### src/rtl/sta_lta_motion_trigger_macros.svh
// assertion macros shared by the motion trigger rtl
// expects clk_i and rst_ni in the scope of every use
`ifndef STA_LTA_MOTION_TRIGGER_MACROS_SVH
`define STA_LTA_MOTION_TRIGGER_MACROS_SVH

// property holds at every clock edge outside reset
`define SLMT_ASSERT(lbl, prop, msg) \
  lbl: assert property (@(posedge clk_i) disable iff (!rst_ni) (prop)) else $error(msg);

// consequent holds in the same cycle as the antecedent
`define SLMT_ASSERT_IMPL(lbl, ante, cons, msg) \
  lbl: assert property (@(posedge clk_i) disable iff (!rst_ni) (ante) |-> (cons)) \
    else $error(msg);

// consequent holds in the cycle after the antecedent
`define SLMT_ASSERT_NEXT(lbl, ante, cons, msg) \
  lbl: assert property (@(posedge clk_i) disable iff (!rst_ni) (ante) |=> (cons)) \
    else $error(msg);

`endif

### src/rtl/slmt_pkg.sv
// shared constants, codes and command types of the motion trigger
// no dependencies
`default_nettype none

package slmt_pkg;

  // ring lengths
  localparam int SHORT_LEN = 7;
  localparam int LONG_LEN  = 70;

  // sample and magnitude widths
  localparam int AXIS_W     = 16;
  localparam int N_AXES     = 6;
  localparam int AXIS_IDX_W = $clog2(N_AXES);
  localparam int IN_W       = N_AXES * AXIS_W;
  localparam int MAG_W      = 16;
  localparam int RAD_W      = 32;
  localparam int ROOT_STEPS = RAD_W / 2;
  localparam int CNT_W      = $clog2(ROOT_STEPS + 1);

  // result word
  localparam int N_FLAGS  = 4;
  localparam int OUT_W    = 8;
  localparam int F_ALARM  = 0;
  localparam int F_ACC    = 1;
  localparam int F_GYR    = 2;
  localparam int F_ARMED  = 3;

  // configuration
  localparam int CFG_IDX_W   = 2;
  localparam int CFG_DATA_W  = 16;
  localparam int ACC_MULT_W  = 14;
  localparam int GYRO_MULT_W = 16;
  localparam int PERIOD_W    = 16;
  localparam logic [CFG_IDX_W-1:0] CFG_ACC_MULT   = 2'd0;
  localparam logic [CFG_IDX_W-1:0] CFG_GYRO_MULT  = 2'd1;
  localparam logic [CFG_IDX_W-1:0] CFG_LTA_PERIOD = 2'd2;
  localparam int ACC_MULT_RST   = 10050;
  localparam int GYRO_MULT_RST  = 30000;
  localparam int LTA_PERIOD_RST = 250;

  // ring bookkeeping
  localparam int SPOS_W  = $clog2(SHORT_LEN);
  localparam int SFILL_W = $clog2(SHORT_LEN + 1);
  localparam int LPOS_W  = $clog2(LONG_LEN);
  localparam int SSUM_W  = MAG_W + SFILL_W;
  localparam int LSUM_W  = MAG_W + $clog2(LONG_LEN + 1);
  localparam int LR_W    = 2 * MAG_W;

  // ratio test operands
  localparam int M7_W    = GYRO_MULT_W + SFILL_W;
  localparam int LHS_K   = LONG_LEN * 10000;
  localparam int LK_W    = $clog2(LHS_K + 1);
  localparam int A_MAX0  = (LSUM_W > SSUM_W) ? LSUM_W : SSUM_W;
  localparam int MUL_A_W = (A_MAX0 > MAG_W) ? A_MAX0 : MAG_W;
  localparam int B_MAX0  = (LK_W > M7_W) ? LK_W : M7_W;
  localparam int MUL_B_W = (B_MAX0 > MAG_W) ? B_MAX0 : MAG_W;
  localparam int PROD_W  = MUL_A_W + MUL_B_W;

  // shared multiplier operand select
  localparam logic [2:0] MUL_SQ    = 3'd0;
  localparam logic [2:0] MUL_ACC_L = 3'd1;
  localparam logic [2:0] MUL_ACC_R = 3'd2;
  localparam logic [2:0] MUL_GYR_L = 3'd3;
  localparam logic [2:0] MUL_GYR_R = 3'd4;

  typedef struct packed {
    logic                  load;
    logic [AXIS_IDX_W-1:0] sq_idx;
    logic [2:0]            mul_sel;
    logic                  add_en;
    logic                  add_gyr;
    logic                  root_step;
    logic                  short_upd;
    logic                  long_wr;
    logic                  lhs_ld;
    logic                  acc_cmp;
    logic                  gyr_cmp;
    logic                  finish;
  } slmt_cmd_t;

  typedef struct packed {
    logic out_free;
    logic warm;
  } slmt_sts_t;

endpackage

`default_nettype wire

### src/rtl/slmt_ctrl.sv
// sequencer of the motion trigger: steps one sample through the datapath
// depends on slmt_pkg and the assertion macro header
`default_nettype none
`include "sta_lta_motion_trigger_macros.svh"

module slmt_ctrl
  import slmt_pkg::*;
(
  input  wire logic      clk_i,
  input  wire logic      rst_ni,
  input  wire logic      accept_i,
  output logic           s_ready_o,
  input  wire slmt_sts_t sts_i,
  output slmt_cmd_t      cmd_o
);

  localparam logic [2:0] S_IDLE  = 3'd0;
  localparam logic [2:0] S_SQ    = 3'd1;
  localparam logic [2:0] S_ROOT  = 3'd2;
  localparam logic [2:0] S_SHORT = 3'd3;
  localparam logic [2:0] S_LWR   = 3'd4;
  localparam logic [2:0] S_CMP   = 3'd5;
  localparam logic [2:0] S_FIN   = 3'd6;

  logic [2:0]       state_q, state_d;
  logic [CNT_W-1:0] cnt_q, cnt_d;

  assign s_ready_o = (state_q == S_IDLE);

  always_comb begin
    state_d       = state_q;
    cnt_d         = cnt_q;
    cmd_o         = '0;
    cmd_o.mul_sel = MUL_SQ;
    case (state_q)
      S_IDLE: begin
        if (accept_i) begin
          cmd_o.load = 1'b1;
          cnt_d      = '0;
          state_d    = S_SQ;
        end
      end
      S_SQ: begin
        // square axis n while adding the square of axis n-1
        if (cnt_q < CNT_W'(N_AXES)) begin
          cmd_o.sq_idx = cnt_q[AXIS_IDX_W-1:0];
        end
        cmd_o.add_en  = (cnt_q != '0);
        cmd_o.add_gyr = (cnt_q > CNT_W'(N_AXES / 2));
        if (cnt_q == CNT_W'(N_AXES)) begin
          cnt_d   = '0;
          state_d = S_ROOT;
        end else begin
          cnt_d = cnt_q + CNT_W'(1);
        end
      end
      S_ROOT: begin
        cmd_o.root_step = 1'b1;
        if (cnt_q == CNT_W'(ROOT_STEPS - 1)) begin
          cnt_d   = '0;
          state_d = S_SHORT;
        end else begin
          cnt_d = cnt_q + CNT_W'(1);
        end
      end
      S_SHORT: begin
        cmd_o.short_upd = 1'b1;
        state_d         = S_LWR;
      end
      S_LWR: begin
        cmd_o.long_wr = 1'b1;
        cnt_d         = '0;
        // warm-up has no ratio test
        state_d       = sts_i.warm ? S_FIN : S_CMP;
      end
      S_CMP: begin
        cnt_d = cnt_q + CNT_W'(1);
        case (cnt_q)
          CNT_W'(0): cmd_o.mul_sel = MUL_ACC_L;
          CNT_W'(1): begin
            cmd_o.lhs_ld  = 1'b1;
            cmd_o.mul_sel = MUL_ACC_R;
          end
          CNT_W'(2): begin
            cmd_o.acc_cmp = 1'b1;
            cmd_o.mul_sel = MUL_GYR_L;
          end
          CNT_W'(3): begin
            cmd_o.lhs_ld  = 1'b1;
            cmd_o.mul_sel = MUL_GYR_R;
          end
          default: begin
            cmd_o.gyr_cmp = 1'b1;
            state_d       = S_FIN;
          end
        endcase
      end
      S_FIN: begin
        if (sts_i.out_free) begin
          cmd_o.finish = 1'b1;
          state_d      = S_IDLE;
        end
      end
      default: state_d = S_IDLE;
    endcase
  end

  always_ff @(posedge clk_i or negedge rst_ni) begin
    if (!rst_ni) begin
      state_q <= S_IDLE;
      cnt_q   <= '0;
    end else begin
      state_q <= state_d;
      cnt_q   <= cnt_d;
    end
  end

  `SLMT_ASSERT_NEXT(a_load_starts_squares, cmd_o.load, state_q == S_SQ, "accepted word did not start squaring")
  `SLMT_ASSERT_IMPL(a_finish_needs_room, cmd_o.finish, sts_i.out_free, "result written over an untaken word")
  `SLMT_ASSERT_IMPL(a_root_count, state_q == S_ROOT, cnt_q < CNT_W'(ROOT_STEPS), "root step count overran")

endmodule

`default_nettype wire

### config.mk
export PLATFORM = sky130hd
export DESIGN_NAME = slmt_ctrl
export DESIGN_NICKNAME = d
export VERILOG_FILES = /design/src/rtl/slmt_pkg.sv /design/src/rtl/slmt_ctrl.sv
export VERILOG_INCLUDE_DIRS = /design/src /design/src/rtl
export SDC_FILE = /design/constraint.sdc
export NUM_CORES = 1
export LEC_CHECK = 0
export BUFFER_PORTS_ARGS = -buffer_cell sky130_fd_sc_hd__clkbuf_2
export CORE_MARGIN = 10
export CORE_UTILIZATION = 45
export CTS_CLUSTER_DIAMETER = 80
export CTS_CLUSTER_SIZE = 28
export DETAILED_ROUTE_END_ITERATION = 6
export PLACE_DENSITY = 0.8
export SYNTH_ARGS = -nofsm -noshare
export SYNTH_HDL_FRONTEND = slang
export SYNTH_SLANG_ARGS = --single-unit
### constraint.sdc
create_clock -name clk_i -period 1.9 [get_ports clk_i]
set_clock_uncertainty 0.05 [all_clocks]
set_input_delay 0.475 -clock clk_i [delete_from_list [all_inputs] [get_ports clk_i]]
set_output_delay 0.475 -clock clk_i [all_outputs]
set_load 0.01 [all_outputs]
---- Yosys cells after proc, flatten, opt, wreduce, memory -nomap -nowiden ----
Index checks and enable logic that the tools add are counted.
word-level totals
  input bits .............................. 5
  flip-flop bits (word level) ............. 8
  logic and storage cells ................. 56
operators by class
  equality and inequality tests ........... 16
  reductions and logical operators ........ 8
  mux-type cells .......................... 27
  $add $sub $neg .......................... 1
  order comparisons ....................... 2
operators with widths
  kind                                                 number
  two-way mux 3 bit                                    9
  one-hot mux 5 bit (5 select lines)                   1
  one-hot mux 3 bit (7 select lines)                   1
  two-way mux 5 bit                                    3
  one-hot mux 3 bit (4 select lines)                   1
  equality test 5 x 2 -> 1 bit, second input constant  2
  two-way mux 1 bit                                    10
  != test 2 bit, second input constant                 5
  nonzero test 5 bit                                   2
  equality test 3 bit, second input constant           3
  equality test 3 x 2 -> 1 bit, second input constant  2
  adder 5 x 1 -> 5 bit, second input constant          1
  equality test 5 x 1 -> 1 bit, second input constant  1
  equality test 5 x 3 -> 1 bit, second input constant  1
  equality test 5 x 4 -> 1 bit, second input constant  1
  > comparator 5 x 2 -> 1 bit, second input constant   1
  logical NOT 5 bit                                    1
  < comparator 5 x 3 -> 1 bit, second input constant   1
  AND reduction 5 bit                                  1
  two-way mux 2 bit                                    2
  OR reduction 4 bit                                   1
  equality test 3 x 1 -> 1 bit, second input constant  1
  logical NOT 3 bit                                    1
  AND reduction 2 bit                                  1
  OR reduction 2 bit                                   1

---- Depth between registers and ports, before layout ----
Gate-level depths: netlist (run 1).
  depth in word-level cells ............... 4
  mapped depth ............................ 8

---- Least setup slack after synthesis (run 1) ----
No wires, ideal clock.
  path kind ............................... reg2reg
  start point ............................. reg cnt_q[1]
  end point ............................... reg cnt_q[3]
  data arrival time ....................... 1.785 ns
  buffers on the path ..................... 0
  slack ................................... -0.009 ns
  stages on the path, launching flop included .. 9
  setup time .............................. 0.074 ns
  path through ............................ dfrtp_1 -> ha_1 -> nand3_1 -> inv_1 -> ha_1 -> or4b_1 -> o211ai_2 -> a21oi_2 -> o21ai_2
on the way
  longest elaborated chain between the ends .. 3
ends and longest elaborated chain
  what                                          RTL line                                           RTL
  from (decl)                                   slmt_ctrl.sv:26                                    logic [CNT_W-1:0] cnt_q, cnt_d;
  from (signal assigned)                        slmt_ctrl.sv:114                                   cnt_q <= cnt_d;
  adder 5 x 1 -> 5 bit (tied with other cells)  slmt_ctrl.sv:54, slmt_ctrl.sv:63, slmt_ctrl.sv:77
  two-way mux 5 bit (on tied branches)          slmt_ctrl.sv:59, slmt_ctrl.sv:50
  one-hot mux 5 bit (5 select lines) (*)        slmt_ctrl.sv:35                                    case (state_q)
Mark *: on every way between the ends. The rest lies on a longest branch, timed or not.
A chain may end at the register's enable or synchronous reset.

==> results.md, run 1 <==
- Status: finished with violations
- Failing checks: negative setup slack
- CP Buf/Inv Count: 2
- Met2 usage: 22.3%
- DRT iter0 DRCs: 39
- Placed cell count: 134
- Number of antenna violations at the first check in global routing: 0
- M1 GR Usage: 13.9%
- Reg clk slew, reported paths: 0.05 ns
- Post-synth EDFFs: 0
- Die width: 61.6 um
- Cell Pwr Density: 1620 mW/mm2
- Post-DP HPWL: 1630 um
- Area share of the largest cell type after synthesis: 25.8%
- Routed WL: 3310 um
- Syn avg cell area: 8.45 um2
- PortBufs: 21
- Synth area leaders: dfrtp_1 (26%), ha_1 (9.7%), nand2_1 (3.9%)
- Vias: 954
- N_diodes: 0
- Final setup viols: 17
- Synth area leader: dfrtp_1
- Worst slew margin: 76.3%
- DIE AREA: 0.00379 mm2
- Pre-antenna DRT Iters: 4
- Register area share after synthesis: 25.8%
- RSZ-0062 raised after global routing: true
- GP Congestion: 0.785
- Peak Freq: 464 MHz
- Slew @ Worst Pin: 0.353 ns
- Final worst-path cycle share: 113%
- Count of cell types in the netlist: 40
- Ys flop type: dfrtp_1
- Post-Place Worst Slack: -0.0221 ns
- Critical path fanouts, max: 3
- Met3 usage: 1.23%
- WL per Instance: 21.5 um
- Warnings, synthesis: 0
- Die height: 61.6 um
- First-pass GRT wire length: 3650 um
- Vias in the first global route: 824
- CTS Buf Count: 3
- Root Buffer: clkbuf_4
- Slowest stage delay, CP: 0.44 ns
- Core area: 0.00158 mm2
- Core Rows: 14
- DRC viols: 0
- Clk_lat worst skew: 0.25 ns
- Seq cells post-synth: 8
- Post-CTS Hold Buffers: 0
- GR Overflow Total: 0
- Peak supply drop: 0.00117 V
- Clock buffer depth: 2
- Fin. max-slew vios: 0
- H-tree lvl count: 1
- Filler cells: 87
- Crit Path Class: reg -> out
- Initial Utilization: 49.3%
- Top delay family on crit path: flip-flops
- Layout Cells excl Fill: 154
- R2r setup slk: -0.07 ns
- Critical Path Slowest Stage Cell: dfrtp_2
- CP required: 1.37 ns
- Share of cells above drive strength 1: 63.0%
- Final hold violation count: 0
- Crit path cell chain: ha_4 > buf_6 > or3_4 > a21oi_2 > buf_2
- TritonCTS clock tree: done
- ANT nets after route: 0
- Largest net degree at the start of global routing: 13
- Max-cap violations: 0
- Startpoint types: register
- Clock sink count: 8
- Boundary Pins: 22
- Hold slack final: 0.00603 ns
- Async SR Flop Fraction: 100%
- Most frequent cells after synthesis: dfrtp_1 (8), nand2_1 (8), inv_1 (7), nor2_1 (7), ha_1 (6)
- Crit path arrival time: 1.63 ns
- Final Net Count: 151
- Total track usage: 12.7%
- Area added between synthesis and finish: 66.3%
- Leak Pwr: 0.625 nW
- Drt via density: 6.19
- Synth Net Count: 103
- Critical path capture point type: output pin
- Min cycle time layout: 2.16 ns
- Worst flop-to-flop path startpoint: cnt_q[0]$_DFFE_PN0P_
- GR peak layer: met2
- Final setup margin: -0.256 ns
- Cells after Synth: 92
- Synthesized area: 777 um2
- R2R Path End: cnt_q[2]$_DFFE_PN0P_
- Worst reg-to-reg path cell count: 8
- Worst min path class: in -> async
state kept, by name, indices dropped and copies added, names as in the netlist:
name / flops
cnt_q: 5
state_q: 3
worst max path at each step:
stage                               startpoint              endpoint  depth (start not counted)
final                     cnt_q[0]$_DFFE_PN0P_              cmd_o[7]                          5
after global placement    cnt_q[0]$_DFFE_PN0P_  cnt_q[3]$_DFFE_PN0P_                          8
after global routing      cnt_q[0]$_DFFE_PN0P_              cmd_o[7]                          5
after detailed placement  cnt_q[0]$_DFFE_PN0P_  cnt_q[2]$_DFFE_PN0P_                          8
after floorplan           cnt_q[1]$_DFFE_PN0P_  cnt_q[3]$_DFFE_PN0P_                          8
after CTS                 cnt_q[0]$_DFFE_PN0P_              cmd_o[1]                          7
per-layer routing:
metal | routed length, um | vias to the layer above | part of all wire [%]
met2 | 1650 | 55 | 50
li1 | - | 422 | -
met4 | 167 | 0 | 5.0
met5 | 0 | - | 0
met1 | 1300 | 459 | 39
met3 | 195 | 18 | 5.9
layout by cell type (no fill, tap or decap), types with 2 or more instances in the layout:
master and count:
nand2b_1 2, nor2_2 3, or3_4 2, nor3_1 2
nand2_1 7, a21oi_2 4, and3_1 2, nor2b_2 2
dfrtp_1 5, nand3_1 4, ha_4 2, clkbuf_4 3
buf_4 16, buf_2 11, nor3_2 2, ha_1 2
clkbuf_2 9, nand3b_1 2, buf_6 11, ha_2 2
inv_1 5, nor2_1 3, dfrtp_2 3, a21o_1 2
and2_1 3
final cells by class:
| cell class | count | area, um2 | area share [%] |
|---|---|---|---|
| clock buffer | 3 | 22.5 | 1.74 |
| multi-input combinational | 71 | 633 | 49.0 |
| tap | 16 | 20.0 | 1.55 |
| sequential | 8 | 204 | 15.8 |
| timing repair buffer | 49 | 384 | 29.7 |
| inverter | 7 | 28.8 | 2.23 |
cell families after synthesis:
group / after synthesis / synth area share (%)
AO/OA/AOI/OAI: 19 / 19.5
adder cells (fa/ha/maj): 6 / 9.66
multiplexers: 2 / 2.74
buffers and inverters: 13 / 7.73
flip-flops: 8 / 25.8
AND/OR/NAND/NOR: 44 / 34.6
report_power, final:
part,switching [W],internal (W)
Sequential,0.0000701,0.000234
Combinational,0.000833,0.000835
Clock,0.0000540,0.0000720
Total,0.000957,0.00114
worst reg2reg max path: cells and delay by family (launching register included):
family,cells,cell delay [ns]
simple gates,4,0.82
flops,1,0.44
fa+ha+maj,2,0.38
compound gates,1,0.13
buf+inv,1,0.06
stage by stage:
stage | power (W) | area [um2] | setup TNS, ns | util [%]
after floorplan | 0.000945 | 779 | 0 | -
after global placement | 0.00123 | 953 | 0 | 60.5
after detailed placement | 0.00126 | 953 | -0.0554 | 60.5
after CTS | 0.00166 | 1120 | -1.22 | 71.0
after global routing | 0.00221 | 1290 | -2.68 | 82.0
final | 0.00210 | 1290 | -1.62 | 82.0
repair_timing:
item / in CTS / in global routing
gates resized for setup: 20 / 38
setup buffers: 9 / 9
cloned: 0 / 1
setup endpoints to repair: 14 / 18
pin swaps: 11 / 9
Note: power is estimated with default switching activity, not from simulation.
==> inputs of run 2 (changes only) <==
- clock period: 1.9 -> 1.87 ns (I/O delays scaled with it)
==> results.md, run 2 (synthesis results as in run 1) <==
- CTS Buf Count: 3 (unchanged)
- Crit path cell chain: buf_6 > inv_1 > ha_4 > nor2_2 > nand2_1 > a21oi_2 > buf_2
- DRT iter0 DRCs: 84 (+120%)
- Failing checks: negative setup slack
- Number of antenna violations at the first check in global routing: 0 (unchanged)
- Worst flop-to-flop path startpoint: cnt_q[1]$_DFFE_PN0P_
- Leak Pwr: 0.631 nW (+0.94%)
- Peak Freq: 464 MHz
- GR Overflow Total: 0 (unchanged)
- Max FFs per register: 5 (unchanged)
- Register with the most flip-flops: cnt_q
- Total track usage: 12.8% (+0.14 points)
- ANT nets after route: 0 (unchanged)
- H-tree lvl count: 1 (unchanged)
- Fin. max-slew vios: 0 (unchanged)
- Vias: 984 (+3.1%)
- Crit Path Class: reg -> out
- Critical path capture point type: output pin
- RSZ-0062 raised after global routing: true
- Largest registers: cnt_q x5, state_q x3
- Layout Cells excl Fill: 158 (+2.6%)
- R2R Path End: cnt_q[2]$_DFFE_PN0P_
- GP Congestion: 0.794 (+1.2%)
- Boundary Pins: 22 (unchanged)
- Final Net Count: 154 (+2.0%)
- Clock buffer depth: 2 (unchanged)
- Commonest non-fill, non-tap cells in the layout: buf_4 (19), buf_2 (13), buf_6 (9), nand2_1 (8), clkbuf_2 (8)
- First-pass GRT wire length: 3640 um (-0.38%)
- TritonCTS clock tree: done
- Total power draw: 0.00206 W (-2.0%)
- WL per Instance: 20.0 um (-7.0%)
- Routed WL: 3160 um (-4.6%)
- Critical path fanouts, max: 5 (+2)
- Most common cell after layout, fill and taps aside: buf_4
- Startpoint types: register
- Final setup margin: -0.287 ns (-0.0306 ns)
- Cell Pwr Density: 1560 mW/mm2 (-4.1%)
- Core area: 0.00158 mm2 (unchanged)
- Slew @ Worst Pin: 0.370 ns (+0.0173 ns)
- Final Cell Area: 0.00132 mm2 (+2.2%)
- Clock sink count: 8 (unchanged)
- CP required: 1.35 ns (-0.02 ns)
- Worst min path class: in -> async
- Min cycle time layout: 2.16 ns
- Worst slew margin: 75.1% (-1.2 points)
- Peak supply drop: 0.00131 V (+12%)
- Initial Utilization: 49.3% (unchanged)
- DRC viols: 0 (unchanged)
- Slowest stage delay, CP: 0.40 ns (-0.04 ns)
- Pre-antenna DRT Iters: 4 (unchanged)
- Area added between synthesis and finish: 70.0%
- R2r setup slk: -0.16 ns (-0.09 ns)
- Max-cap violations: 0 (unchanged)
- Core Rows: 14 (unchanged)
- Crit path arrival time: 1.64 ns (about the same)
- PortBufs: 21 (unchanged)
- N_diodes: 0 (unchanged)
- Die width: 61.6 um (unchanged)
- Largest net degree at the start of global routing: 13 (unchanged)
- Final worst-path cycle share: 115%
- Drt via density: 6.23 (+0.53%)
- Reg clk slew, reported paths: 0.05 ns (about the same)
- Critical Path Slowest Stage Cell: dfrtp_1
- Placement Cell Area: 940 um2 (-1.4%)
- Placed cell count: 132 (-1.5%)
- Status: finished with violations
- Final setup viols: 17 (unchanged)
- Vias in the first global route: 759 (-7.9%)
- DIE AREA: 0.00379 mm2 (unchanged)
- Root Buffer: clkbuf_4
- Share of cells above drive strength 1: 64.8% (+1.7 points)
- Worst reg-to-reg path cell count: 9 (+1)
- Final hold violation count: 0 (unchanged)
- Clk_lat worst skew: 0.26 ns (about the same)
- Die height: 61.6 um (unchanged)
- Post-DP HPWL: 1540 um (-5.5%)
-- run 2: cell types whose count changed in the layout (fill, tap and decap cells not counted), moves of 2 or more --
cell	delta
nor2b_1	+2
buf_6	-2
buf_2	+2
inv_1	-2
buf_4	+3
nor2_2	+2
nor2b_2	-2
inv_2	+3
-- run 2: power by group --
group	total (W)	switching [W]	leakage, nW	internal, W
clock network	0.000142	0.0000607	0.0150	0.0000817
logic	0.00161	0.000824	0.516	0.000790
registers	0.000300	0.0000631	0.0998	0.000237
-- run 2: area by class of cell --
| cell class | instances | area (um2) |
|---|---|---|
| well taps | 16 | 20.0 |
| flip-flops and latches | 8 | 204 |
| clock buffers | 4 | 26.3 |
| inverters | 7 | 26.3 |
| repair buffers | 52 | 389 |
| fillers | 75 | 255 |
| multi-input cells | 71 | 656 |
-- run 2: worst max path at each step --
stage,start,to,slack [ns],cells after the start
floorplan,cnt_q[1]$_DFFE_PN0P_,cnt_q[3]$_DFFE_PN0P_,0.01,8
global route,cnt_q[0]$_DFFE_PN0P_,cmd_o[1],-0.36,7
CTS,cnt_q[1]$_DFFE_PN0P_,cmd_o[1],-0.22,7
finish,cnt_q[0]$_DFFE_PN0P_,cmd_o[1],-0.29,7
global placement,cnt_q[1]$_DFFE_PN0P_,cnt_q[2]$_DFFE_PN0P_,0.03,8
detailed placement,cnt_q[1]$_DFFE_PN0P_,cnt_q[3]$_DFFE_PN0P_,-0.02,8
-- run 2: stage by stage --
step | utilization [%] | setup TNS, ns | setup slack, ns | hold slack [ns]
2_1_floorplan | - | 0 | 0.0125 | 0.122
3_3_place_gp | 59.6 | 0 | 0.0269 | 0.270
3_5_place_dp | 59.6 | -0.0605 | -0.0248 | 0.276
4_1_cts | 71.8 | -1.62 | -0.224 | 0.520
5_1_grt | 83.8 | -3.37 | -0.360 | 0.546
6_report | 83.8 | -2.24 | -0.287 | 0.537
-- run 2: per-layer routing --
layer,part of all wire (%),GRT usage [%]
met3,11,2.67
met1,38,15.1
met2,47,20.5
met5,0,0
met4,3.8,8.28
-- run 2: worst max-delay path: cells and delay by family, from the launching register on --
kind | cells | cell delay, ns
AO/OA/AOI/OAI | 1 | 0.14
flip-flops | 1 | 0.40
buffers and inverters | 3 | 0.38
adder cells (fa/ha/maj) | 1 | 0.20
AND/OR/NAND/NOR | 2 | 0.25
-- run 2: repair_timing --
action,CTS,global route
pin swaps,14,11
cloned,0,0
endpoints found under the hold margin,4,0
buffers inserted,9,12
hold buffers,1,0
setup endpoints to repair,15,20
gates resized for setup,22,38
==> inputs of run 3 (changes only) <==
- CELL_PAD_IN_SITES_DETAIL_PLACEMENT: unset -> 1
- CELL_PAD_IN_SITES_GLOBAL_PLACEMENT: unset -> 2
- CORE_ASPECT_RATIO: unset -> 0.5
- CORE_UTILIZATION: 45 -> 26
==> results.md, run 3 (synthesis results as in run 1) <==
- Internal: 0.00118 W (+6.5%)
- GR Overflow Total: 0 (unchanged)
- CP required: 1.35 ns (about the same)
- Sw frac: 44.4% (-1.7 points)
- Placement Cell Area: 973 um2 (+3.6%)
- WL per Instance: 18.0 um (-10%)
- First-pass GRT wire length: 4640 um (+28%)
- Final Cell Area: 0.00136 mm2 (+3.2%)
- Pre-antenna DRT Iters: 4 (unchanged)
- Critical path fanouts, max: 3 (-2)
- Die width: 97.3 um (+58%)
- Largest net degree at the start of global routing: 13 (unchanged)
- ANT nets after route: 0 (unchanged)
- Final worst-path cycle share: 115% (-0.81 points)
- Number of antenna violations at the first check in global routing: 0 (unchanged)
- Total track usage: 9.90% (-2.9 points)
- Drt via density: 5.02 (-19%)
- Share of cells above drive strength 1: 66.2% (+1.4 points)
- Clock power share: 10.8% (+3.9 points)
- Reg clk slew, reported paths: 0.05 ns (about the same)
- Area added between synthesis and finish: 75.5%
- Commonest non-fill, non-tap cells in the layout: buf_4 (18), buf_2 (11), clkbuf_2 (10), buf_6 (9), nand2_1 (7)
- Max FFs per register: 5 (unchanged)
- DRC viols: 0 (unchanged)
- Layout Cells excl Fill: 176 (+11%)
- Clk_lat worst skew: 0.24 ns (-0.02 ns)
- H-tree lvl count: 1 (unchanged)
- Filler cells: 314 (+320%)
- Min cycle time layout: 2.14 ns (-0.0151 ns)
- Power share of the combinational group: 74.3% (-4.2 points)
- Flop pwr share: 14.8% (+0.2 points)
- DIE AREA: 0.00571 mm2 (+51%)
- Peak Freq: 467 MHz (+0.71%)
- Total power draw: 0.00212 W (+3.3%)
- Vias: 883 (-10%)
- Final setup viols: 15 (-2)
- Clock buffer depth: 2 (unchanged)
- Startpoint types: register
- Failing checks: negative setup slack
- RSZ-0062 raised after global routing: true
- CTS Buf Count: 3 (unchanged)
- Die height: 58.7 um (-4.7%)
- Final setup margin: -0.272 ns (+0.0151 ns)
- Core area: 0.00272 mm2 (+72%)
- Placed cell count: 154 (+17%)
- Crit path arrival time: 1.62 ns (-0.02 ns)
- Final Net Count: 151 (-1.9%)
- Switch Pwr: 0.000944 W (-0.36%)
- Leak Pwr: 0.623 nW (-1.3%)
- Worst min path class: in -> async
- Cell Pwr Density: 1560 mW/mm2 (+0.12%)
- N_diodes: 0 (unchanged)
- Critical path capture point type: output pin
- PortBufs: 21 (unchanged)
- Routed WL: 3160 um (+0.13%)
- Register with the most flip-flops: cnt_q
- Core Rows: 13 (-1)
- Vias in the first global route: 878 (+16%)
- Hold slack final: 0.0181 ns (-0.519 ns)
- Worst slew margin: 74.3% (-0.76 points)
- TritonCTS clock tree: done
- Clock sink count: 8 (unchanged)
- Crit Path Class: reg -> out
- Max-cap violations: 0 (unchanged)
- Most common cell after layout, fill and taps aside: buf_4
- Root Buffer: clkbuf_8
- Final hold violation count: 0 (unchanged)
- Largest registers: cnt_q x5, state_q x3
- Boundary Pins: 22 (unchanged)
- Slew @ Worst Pin: 0.382 ns (+0.0120 ns)
- Setup TNS: -2.24 ns (-0.00426 ns)
- Status: finished with violations
- Post-DP HPWL: 1920 um (+24%)
- Fin. max-slew vios: 0 (unchanged)
- Peak supply drop: 0.000516 V (-61%)
- DRT iter0 DRCs: 13 (-85%)
- GP Congestion: 0.745 (-6.2%)
- Initial Utilization: 28.6% (-21 points)
-- run 3: area by class of cell --
type | count | area, um2 | area share (%)
Multi-Input combinational cell | 71 | 679 | 49.8
Clock buffer | 4 | 45.0 | 3.30
Timing Repair Buffer | 49 | 362 | 26.5
Inverter | 7 | 26.3 | 1.93
Sequential cell | 8 | 205 | 15.0
Tap cell | 37 | 46.3 | 3.39
-- run 3: worst max-delay path: stages, from the launching register on --
cell     delay (ns)
dfrtp_1        0.43
ha_4           0.19
buf_6          0.12
or3_4          0.33
a21oi_2        0.15
buf_2          0.15
-- run 3: routing by layer --
layer,routed length (um),vias to the layer above,part of all wire (%),track usage [%]
li1,-,422,-,-
met1,1370,440,43,11.0
met2,1620,17,51,18.3
met3,128,4,4.0,2.91
met4,45,0,1.4,3.09
met5,0,-,0,0
-- run 3: path summary, 6_finish.rpt --
check / startpoint / endpoint / slack (ns) / depth (start not counted)
hold reg to reg: cnt_q[1]$_DFFE_PN0P_ / cnt_q[1]$_DFFE_PN0P_ / 0.64 / 2
max in group asynchronous: rst_ni / cnt_q[4]$_DFFE_PN0P_ / 1.53 / 1
setup reg to reg: cnt_q[0]$_DFFE_PN0P_ / cnt_q[3]$_DFFE_PN0P_ / -0.12 / 9
hold / removal: rst_ni / cnt_q[0]$_DFFE_PN0P_ / 0.02 / 1
setup / recovery: cnt_q[0]$_DFFE_PN0P_ / cmd_o[7] / -0.27 / 5
min in group clk_i: sts_i[1] / state_q[2]$_DFFE_PN0P_ / 0.56 / 3
-- run 3: stage by stage --
step           utilization, %  setup WS, ns
2_1_floorplan               -        0.0125
6_report                 50.2        -0.272
3_3_place_gp             35.8        0.0197
5_1_grt                  50.2        -0.310
4_1_cts                  44.4        -0.190
3_5_place_dp             35.8       -0.0522
-- run 3: power by group through the flow --
| stage | registers [W] | clock network, W | logic [W] |
|---|---|---|---|
| finish | 0.000315 | 0.000230 | 0.00158 |
| global route | 0.000319 | 0.000252 | 0.00172 |
| CTS | 0.000306 | 0.000227 | 0.00128 |
| detailed placement | 0.000289 | 0 | 0.00100 |
| global placement | 0.000285 | 0 | 0.000981 |
| floorplan | 0.000286 | 0 | 0.000675 |
-- run 3: repair_timing --
| action | CTS | global route |
|---|---|---|
| pin swaps | 16 | 12 |
| resized for setup | 29 | 33 |
| hold buffers | 0 | 0 |
| gates cloned | 0 | 0 |
| endpoints found under the setup margin | 15 | 19 |
| setup buffers | 10 | 12 |
